<file path="src/hdl/stq_pkg.sv">
`default_nettype none
// ----------------------------------------------------------------------------
// stq_pkg: shared types and constants for the sorted countdown task queue
// Operation codes, controller states and the controller-to-datapath command.
// ----------------------------------------------------------------------------
package stq_pkg;

    localparam int QUEUE_DEPTH_DEFAULT = 16;
    localparam int MODE_W              = 2;
    localparam int ID_W                = 8;
    localparam int CD_W                = 32;
    localparam int COUNT_OUT_W         = 5;

    typedef enum logic [MODE_W-1:0] {
        MODE_ADD   = 2'd0,
        MODE_TICK  = 2'd1,
        MODE_POP   = 2'd2,
        MODE_QUERY = 2'd3
    } mode_t;

    typedef enum logic {
        OUT_IDLE = 1'b0,
        OUT_PEND = 1'b1
    } out_state_t;

    typedef struct packed {
        logic  apply;
        mode_t mode;
    } dp_cmd_t;

endpackage
`default_nettype wire

</file>
<file path="src/hdl/stq_ctrl.sv">
`default_nettype none
// ----------------------------------------------------------------------------
// stq_ctrl: handshake controller
// Tracks the result slot and issues one apply command per accepted transaction.
// ----------------------------------------------------------------------------
module stq_ctrl (
    input  wire logic                        aclk,
    input  wire logic                        aresetn,
    input  wire logic                        s_valid,
    output logic                             s_ready,
    input  wire logic [stq_pkg::MODE_W-1:0]  s_mode,
    output logic                             m_valid,
    input  wire logic                        m_ready,
    output stq_pkg::dp_cmd_t                 cmd
);

    stq_pkg::out_state_t state_reg, state_next;
    logic accept;

    always_ff @(posedge aclk) begin
        if (!aresetn) begin
            state_reg <= stq_pkg::OUT_IDLE;
        end else begin
            state_reg <= state_next;
        end
    end

    always_comb begin
        state_next = state_reg;
        s_ready    = 1'b0;
        m_valid    = 1'b0;
        unique case (state_reg)
            stq_pkg::OUT_IDLE: begin
                s_ready = 1'b1;
                if (s_valid) begin
                    state_next = stq_pkg::OUT_PEND;
                end
            end
            stq_pkg::OUT_PEND: begin
                m_valid = 1'b1;
                // a new transaction may enter as the pending result leaves
                s_ready = m_ready;
                if (m_ready && !s_valid) begin
                    state_next = stq_pkg::OUT_IDLE;
                end
            end
            default: begin
                state_next = stq_pkg::OUT_IDLE;
            end
        endcase
        accept    = s_valid && s_ready;
        cmd.apply = accept;
        cmd.mode  = stq_pkg::mode_t'(s_mode);
    end

    assert property (@(posedge aclk) disable iff (!aresetn) accept |=> m_valid)
        else $error("accepted transaction did not raise m_valid");
    assert property (@(posedge aclk) disable iff (!aresetn)
            (m_valid && !m_ready) |=> m_valid)
        else $error("m_valid dropped before the result was taken");
    assert property (@(posedge aclk) disable iff (!aresetn)
            s_ready |-> (!m_valid || m_ready))
        else $error("input taken while a result is held");

endmodule
`default_nettype wire

</file>
<file path="src/hdl/stq_datapath.sv">
`default_nettype none
// ----------------------------------------------------------------------------
// stq_datapath: row of queue cells
// Each cell compares, shifts and decrements in parallel; cell 0 is the head.
// ----------------------------------------------------------------------------
module stq_datapath #(
    parameter int QUEUE_DEPTH = stq_pkg::QUEUE_DEPTH_DEFAULT
) (
    input  wire logic                              aclk,
    input  wire logic                              aresetn,
    input  wire stq_pkg::dp_cmd_t                  cmd,
    input  wire logic [stq_pkg::ID_W-1:0]          s_task_id,
    input  wire logic [stq_pkg::CD_W-1:0]          s_delay,
    output logic                                   m_head_due,
    output logic [stq_pkg::ID_W-1:0]               m_head_id,
    output logic [stq_pkg::COUNT_OUT_W-1:0]        m_entry_count,
    output logic                                   m_add_refused
);

    localparam int CNT_W = $clog2(QUEUE_DEPTH + 1);
    localparam int EXT_W = (CNT_W > stq_pkg::COUNT_OUT_W) ? CNT_W : stq_pkg::COUNT_OUT_W;

    logic [stq_pkg::ID_W-1:0] id_reg [QUEUE_DEPTH];
    logic [stq_pkg::CD_W-1:0] cd_reg [QUEUE_DEPTH];
    logic [CNT_W-1:0]         count_reg, count_next;
    logic                     refused_reg, refused_next;
    logic [QUEUE_DEPTH-1:0]   valid;
    logic [QUEUE_DEPTH-1:0]   gt;
    logic                     full;
    logic [EXT_W-1:0]         count_ext;

    assign full = (count_reg == CNT_W'(QUEUE_DEPTH));

    for (genvar i = 0; i < QUEUE_DEPTH; i++) begin : g_cell
        logic [stq_pkg::ID_W-1:0] id_next;
        logic [stq_pkg::CD_W-1:0] cd_next;
        logic                     ins_here;
        logic                     shift_in;

        assign valid[i] = (count_reg > CNT_W'(i));
        assign gt[i]    = valid[i] && (cd_reg[i] > s_delay);

        // new entry lands in the first slot that is empty or holds a later countdown
        if (i == 0) begin : g_head
            assign ins_here = gt[i] || !valid[i];
            assign shift_in = 1'b0;
        end else begin : g_body
            assign ins_here = (gt[i] || !valid[i]) && valid[i-1] && !gt[i-1];
            assign shift_in = gt[i-1];
        end

        always_comb begin
            id_next = id_reg[i];
            cd_next = cd_reg[i];
            if (cmd.apply) begin
                unique case (cmd.mode)
                    stq_pkg::MODE_ADD: begin
                        if (!full) begin
                            if (ins_here) begin
                                id_next = s_task_id;
                                cd_next = s_delay;
                            end else if (shift_in) begin
                                id_next = id_reg[(i > 0) ? i - 1 : 0];
                                cd_next = cd_reg[(i > 0) ? i - 1 : 0];
                            end
                        end
                    end
                    stq_pkg::MODE_TICK: begin
                        if (cd_reg[i] != '0) begin
                            cd_next = cd_reg[i] - 1'b1;
                        end
                    end
                    stq_pkg::MODE_POP: begin
                        if (i < QUEUE_DEPTH - 1) begin
                            id_next = id_reg[(i < QUEUE_DEPTH - 1) ? i + 1 : i];
                            cd_next = cd_reg[(i < QUEUE_DEPTH - 1) ? i + 1 : i];
                        end
                    end
                    stq_pkg::MODE_QUERY: begin
                    end
                endcase
            end
        end

        always_ff @(posedge aclk) begin
            id_reg[i] <= id_next;
            cd_reg[i] <= cd_next;
        end
    end

    always_comb begin
        count_next   = count_reg;
        refused_next = refused_reg;
        if (cmd.apply) begin
            refused_next = 1'b0;
            unique case (cmd.mode) inside
                stq_pkg::MODE_ADD: begin
                    if (full) begin
                        refused_next = 1'b1;
                    end else begin
                        count_next = count_reg + 1'b1;
                    end
                end
                stq_pkg::MODE_POP: begin
                    if (count_reg != '0) begin
                        count_next = count_reg - 1'b1;
                    end
                end
                stq_pkg::MODE_TICK, stq_pkg::MODE_QUERY: begin
                end
            endcase
        end
    end

    always_ff @(posedge aclk) begin
        if (!aresetn) begin
            count_reg   <= '0;
            refused_reg <= 1'b0;
        end else begin
            count_reg   <= count_next;
            refused_reg <= refused_next;
        end
    end

    assign count_ext     = EXT_W'(count_reg);
    assign m_entry_count = count_ext[stq_pkg::COUNT_OUT_W-1:0];
    assign m_head_due    = valid[0] && (cd_reg[0] == '0);
    assign m_head_id     = valid[0] ? id_reg[0] : '0;
    assign m_add_refused = refused_reg;

    assert property (@(posedge aclk) disable iff (!aresetn)
            count_reg <= CNT_W'(QUEUE_DEPTH))
        else $error("entry count above queue depth");
    assert property (@(posedge aclk) disable iff (!aresetn)
            (cmd.apply && cmd.mode == stq_pkg::MODE_ADD && full)
            |=> (refused_reg && $stable(count_reg)))
        else $error("add to full queue not refused");
    assert property (@(posedge aclk) disable iff (!aresetn)
            (cmd.apply && cmd.mode == stq_pkg::MODE_POP && count_reg != '0)
            |=> (count_reg == CNT_W'($past(count_reg) - 1'b1)))
        else $error("pop did not remove one entry");

endmodule
`default_nettype wire

</file>
<file path="src/hdl/sorted_countdown_task_queue_unit.sv">
`default_nettype none
// Latency: the result of a transaction is valid the cycle after it is accepted.
// Throughput: one transaction per cycle; every cell updates in the accept cycle
// and the result slot frees as it is taken, so s_ready stays high under m_ready.
// Reset: aresetn clears the entry count, the refused flag and the result slot;
// entry contents stay undefined until written and never reach an output unless valid.
// ----------------------------------------------------------------------------
// sorted_countdown_task_queue_unit: sorted countdown task queue
// Keeps task entries sorted by countdown; add, tick, pop and query per item.
// ----------------------------------------------------------------------------
module sorted_countdown_task_queue_unit #(
    parameter int QUEUE_DEPTH = stq_pkg::QUEUE_DEPTH_DEFAULT
) (
    input  wire logic                               aclk,
    input  wire logic                               aresetn,
    input  wire logic                               s_valid,
    output logic                                    s_ready,
    input  wire logic [stq_pkg::MODE_W-1:0]         s_mode,
    input  wire logic [stq_pkg::ID_W-1:0]           s_task_id,
    input  wire logic [stq_pkg::CD_W-1:0]           s_delay,
    output logic                                    m_valid,
    input  wire logic                               m_ready,
    output logic                                    m_head_due,
    output logic [stq_pkg::ID_W-1:0]                m_head_id,
    output logic [stq_pkg::COUNT_OUT_W-1:0]         m_entry_count,
    output logic                                    m_add_refused
);

    stq_pkg::dp_cmd_t cmd;

    stq_ctrl u_ctrl (
        .aclk    (aclk),
        .aresetn (aresetn),
        .s_valid (s_valid),
        .s_ready (s_ready),
        .s_mode  (s_mode),
        .m_valid (m_valid),
        .m_ready (m_ready),
        .cmd     (cmd)
    );

    stq_datapath #(
        .QUEUE_DEPTH (QUEUE_DEPTH)
    ) u_datapath (
        .aclk          (aclk),
        .aresetn       (aresetn),
        .cmd           (cmd),
        .s_task_id     (s_task_id),
        .s_delay       (s_delay),
        .m_head_due    (m_head_due),
        .m_head_id     (m_head_id),
        .m_entry_count (m_entry_count),
        .m_add_refused (m_add_refused)
    );

endmodule
`default_nettype wire
</file>
<file path="config.mk">
export PLATFORM = sky130hd
export DESIGN_NAME = sorted_countdown_task_queue_unit
export DESIGN_NICKNAME = d
export VERILOG_FILES = /design/src/hdl/stq_pkg.sv /design/src/hdl/stq_ctrl.sv /design/src/hdl/stq_datapath.sv /design/src/hdl/sorted_countdown_task_queue_unit.sv
export SDC_FILE = /design/constraint.sdc
export NUM_CORES = 2
export LEC_CHECK = 0
export CAP_MARGIN = 20
export CELL_PAD_IN_SITES_DETAIL_PLACEMENT = 1
export CELL_PAD_IN_SITES_GLOBAL_PLACEMENT = 1
export CORE_UTILIZATION = 45
export CTS_CLUSTER_DIAMETER = 100
export DETAILED_ROUTE_END_ITERATION = 12
export DONT_BUFFER_PORTS = 1
export PLACE_DENSITY = 0.74
export RECOVER_POWER = 50
export SYNTH_ARGS = -nofsm -noshare
export SYNTH_HDL_FRONTEND = slang
export SYNTH_HIERARCHICAL = 1
export SYNTH_SLANG_ARGS = --single-unit
</file>
<file path="constraint.sdc">
create_clock -name aclk -period 15.73 [get_ports aclk]
set_input_delay 0.7865 -clock aclk [delete_from_list [all_inputs] [get_ports aclk]]
set_output_delay 0.7865 -clock aclk [all_outputs]
set_load 0.05 [all_outputs]
</file>
==> results.sh <==
export IMPL_global_route_usage_total_pct=37.5
export IMPL_start_util_pct=45.3
export IMPL_yosysUniqueCellTypes=86
export IMPL_dpl_hpwl_um=175000
export IMPL_p_leak_nw=21.5
export IMPL_die_h_um=355
export IMPL_drc=0
export IMPL_cts_hold_repair_buffers=0
export IMPL_numClockSinks=647
export IMPL_grt_overflow_total=0
export IMPL_worstPathMaxFanout=95
export IMPL_post_synth_main_area_contributors="sky130_fd_sc_hd__edfxtp_1, sky130_fd_sc_hd__ha_1, sky130_fd_sc_hd__a221oi_1"
export IMPL_worst_r2r_setup_slack_ns=7.95
export IMPL_synth_cells_most_frequent="sky130_fd_sc_hd__edfxtp_1, sky130_fd_sc_hd__ha_1, sky130_fd_sc_hd__nand2_1"
export IMPL_reg2reg_depth=10
export IMPL_grt_max_degree=179
export IMPL_layout_core_utilization_pct=48.8
export IMPL_critical_path_required_ns=16.21
export IMPL_postSynthAreaPerCell_sq_um=9.30
export IMPL_nNetsFinal=6386
export IMPL_tightestPinTransition_ns=4.46
export IMPL_vdd_ir_drop_max_v=0.0000782
export IMPL_rr_startpoint="u_datapath/cd_reg[1][104]"
export IMPL_postSynthCellCount=6020
export IMPL_synthesis_nets=6602
export IMPL_number_of_gates_resized_after_cts=0
export IMPL_cts_path_max_buffers=3
export IMPL_routed_wirelength_um=243000
export IMPL_hold_viol_final=0
export IMPL_dr_pass1_iters=7
export IMPL_synthMostInstantiatedCell="sky130_fd_sc_hd__edfxtp_1"
export IMPL_cts_tree="yes"
export IMPL_initial_antenna_violation_count=8
export IMPL_worstSetupStartpoint="s_mode[0]"
export IMPL_hold_slack_final_ns=0.220
export IMPL_num_io_pins=63
export IMPL_critPathArrivalTime_ns=10.17
export IMPL_postSynth_topFlopCell="sky130_fd_sc_hd__edfxtp_1"
export IMPL_period_utilisation_layout_pct=61.6
export IMPL_timing_max_slew_rel_slack_pct=-197
export IMPL_power_total_w=0.00549
export IMPL_unrepaired_setup_endpoints_after_global_routing="no"
export IMPL_worst_r2r_endpoint="u_datapath/cd_reg[1][138]"
export IMPL_setup_viol_count_final=0
export IMPL_worst_setup_hold_path_clk_slew_ns=0.06
export IMPL_synth_top_area_share_pct=34.3
export IMPL_cts_htree_levels=3
export IMPL_synth_seq_area_share_pct=34.6
export IMPL_synth_area_leader_cell="sky130_fd_sc_hd__edfxtp_1"
export IMPL_skew_ns=0.0342
export IMPL_first_global_vias=53100
export IMPL_num_vias=54500
export IMPL_route_detailed_vias_per_inst=7.26
export IMPL_fmax_achieved_mhz=103
export IMPL_cp_end_kind="flip-flop"
export IMPL_core_area_sq_um=124000
export IMPL_area_delta_synth_final_pct=7.73
export IMPL_postCtsSetupBuffers=0
export IMPL_std_cell_rows=129
export IMPL_synth_ff_latch_count=647
export IMPL_power_density_nw_per_um2=91.0
export IMPL_clock_insertion_delay_at_the_later_pin_of_the_skew_report_ns=0.72
export IMPL_run_status="complete, but fails checks"
export IMPL_violations="capacitance limit, slew limit"
export IMPL_cts_root_buffer_cell="sky130_fd_sc_hd__clkbuf_16"
export IMPL_cp_endpoint="u_datapath/cd_reg[1][211]"
export IMPL_dr_first_iter_drc_count=6569
export IMPL_max_reg_flops=512
export IMPL_synth_warnings=6
export IMPL_routed_wire_length_per_instance_um=32.3
export IMPL_grt_pass1_wl_um=358000
export IMPL_synth_edf_count=640
export IMPL_cts_buffers=83
export IMPL_gp_congestion=0.974
export IMPL_worst_hold_path_type="in -> reg"
export IMPL_post_route_min_period_ns=9.69
export IMPL_postRouteAntennaNets=0
export IMPL_syn_area_sq_um=56000
export IMPL_worst_setup_path_type="in -> reg"
export IMPL_setup_tns_final_ns=0
export IMPL_die_area_sq_um=126000
export IMPL_dpl_worst_slack_ns=9.88
export IMPL_port_buffers=0
export IMPL_drive_gt1_share_pct=5.80
export IMPL_critical_path_source_type="input port"
export IMPL_slew_violations=972
export IMPL_drv_cap=22
export IMPL_async_reset_ff_share_pct=0
export IMPL_width_of_the_chip_um=355
export IMPL_final_worst_setup_slack_ns=6.04
==> worst max-delay path: stages <==
cell and delay (ns):
sky130_fd_sc_hd__inv_1 0.11, sky130_fd_sc_hd__ha_1 2.37, sky130_fd_sc_hd__clkbuf_1 2.12, sky130_fd_sc_hd__buf_4 0.98
sky130_fd_sc_hd__clkbuf_1 2.79, sky130_fd_sc_hd__a221oi_1 0.56, sky130_fd_sc_hd__a211oi_1 0.39
==> how the worst min path moves through the flow <==
stage / startpoint / end / slack [ns] / cells past startpoint
2_1_floorplan: u_datapath/id_reg[0][8] / u_datapath/id_reg[0][0] / 0.52 / 1
4_1_cts: aresetn / u_datapath/m_entry_count[1] / 0.18 / 1
6_report: aresetn / u_datapath/m_entry_count[1] / 0.22 / 1
3_5_place_dp: u_datapath/id_reg[0][14] / u_datapath/id_reg[0][6] / 0.54 / 1
3_3_place_gp: u_datapath/id_reg[0][50] / u_datapath/id_reg[0][42] / 0.53 / 2
5_1_grt: aresetn / u_datapath/m_entry_count[1] / 0.23 / 1
==> report_power, final <==
part           leakage, nW  total, W  switching (W)  internal (W)
Clock                 1.28   0.00196       0.000856       0.00110
Combinational         14.2   0.00124       0.000786      0.000449
Sequential            6.02   0.00230       0.000216       0.00208
Total                 21.5   0.00549        0.00186       0.00363
==> kinds of logic (layout without fill, tap and decap cells) <==
kind of cell / Yosys count / after routing / synth area share, %
compound gates: 1734 / 1734 / 22.0
xor+xnor: 445 / 445 / 6.96
simple gates: 1942 / 1942 / 17.8
buf+inv: 564 / 411 / 3.89
mux: 152 / 152 / 2.75
flops: 647 / 647 / 34.6
other cells: 0 / 1 / 0
fa+ha+maj: 536 / 536 / 12.0
==> placed cells by master, fill, tap and decap left out, types with 48 or more instances in the layout <==
cell	Yosys	routed
sky130_fd_sc_hd__a211oi_1	182	181
sky130_fd_sc_hd__a21oi_1	389	388
sky130_fd_sc_hd__a221o_1	164	164
sky130_fd_sc_hd__a221oi_1	286	283
sky130_fd_sc_hd__a22oi_1	126	126
sky130_fd_sc_hd__a31oi_1	64	64
sky130_fd_sc_hd__buf_4	5	116
sky130_fd_sc_hd__clkbuf_16	0	85
sky130_fd_sc_hd__edfxtp_1	640	640
sky130_fd_sc_hd__ha_1	536	534
sky130_fd_sc_hd__inv_1	100	99
sky130_fd_sc_hd__mux2i_1	137	137
sky130_fd_sc_hd__nand2_1	524	524
sky130_fd_sc_hd__nand2b_1	49	48
sky130_fd_sc_hd__nand3_1	78	78
sky130_fd_sc_hd__nand4_1	117	117
sky130_fd_sc_hd__nor2_1	308	299
sky130_fd_sc_hd__nor2b_1	52	52
sky130_fd_sc_hd__nor3_1	363	361
sky130_fd_sc_hd__nor3b_1	96	96
sky130_fd_sc_hd__nor4_1	133	131
sky130_fd_sc_hd__o21ai_0	276	277
sky130_fd_sc_hd__o311a_1	65	64
sky130_fd_sc_hd__or4_1	59	59
sky130_fd_sc_hd__xnor2_1	190	190
sky130_fd_sc_hd__xor2_1	255	255
==> stage by stage <==
stage | instances | area (sq um)
after floorplan | 6020 | 56000
after global placement | 7335 | 57700
after detailed placement | 7344 | 57800
after CTS | 7492 | 60500
after global routing | 7504 | 60300
final | 7505 | 60300
==> per-layer routing <==
| layer | part of all wire, % | up-vias | GRT usage (%) |
|---|---|---|---|
| met5 | 0.023 | - | 0 |
| met4 | 5.6 | 8 | 19.0 |
| met3 | 10 | 586 | 7.27 |
| met2 | 42 | 3002 | 54.4 |
| met1 | 42 | 27600 | 52.9 |
| li1 | - | 23300 | - |
==> area by class of cell <==
type | instances | area [sq um]
inverter | 101 | 389
tap | 1637 | 2050
sequential | 647 | 19400
antenna | 1 | 2.50
multi-input combinational | 4809 | 34800
clock inverter | 48 | 437
clock buffer | 100 | 2180
fill | 14100 | 63300
timing repair buffer | 162 | 1150
(Power assumes the default switching activity.)
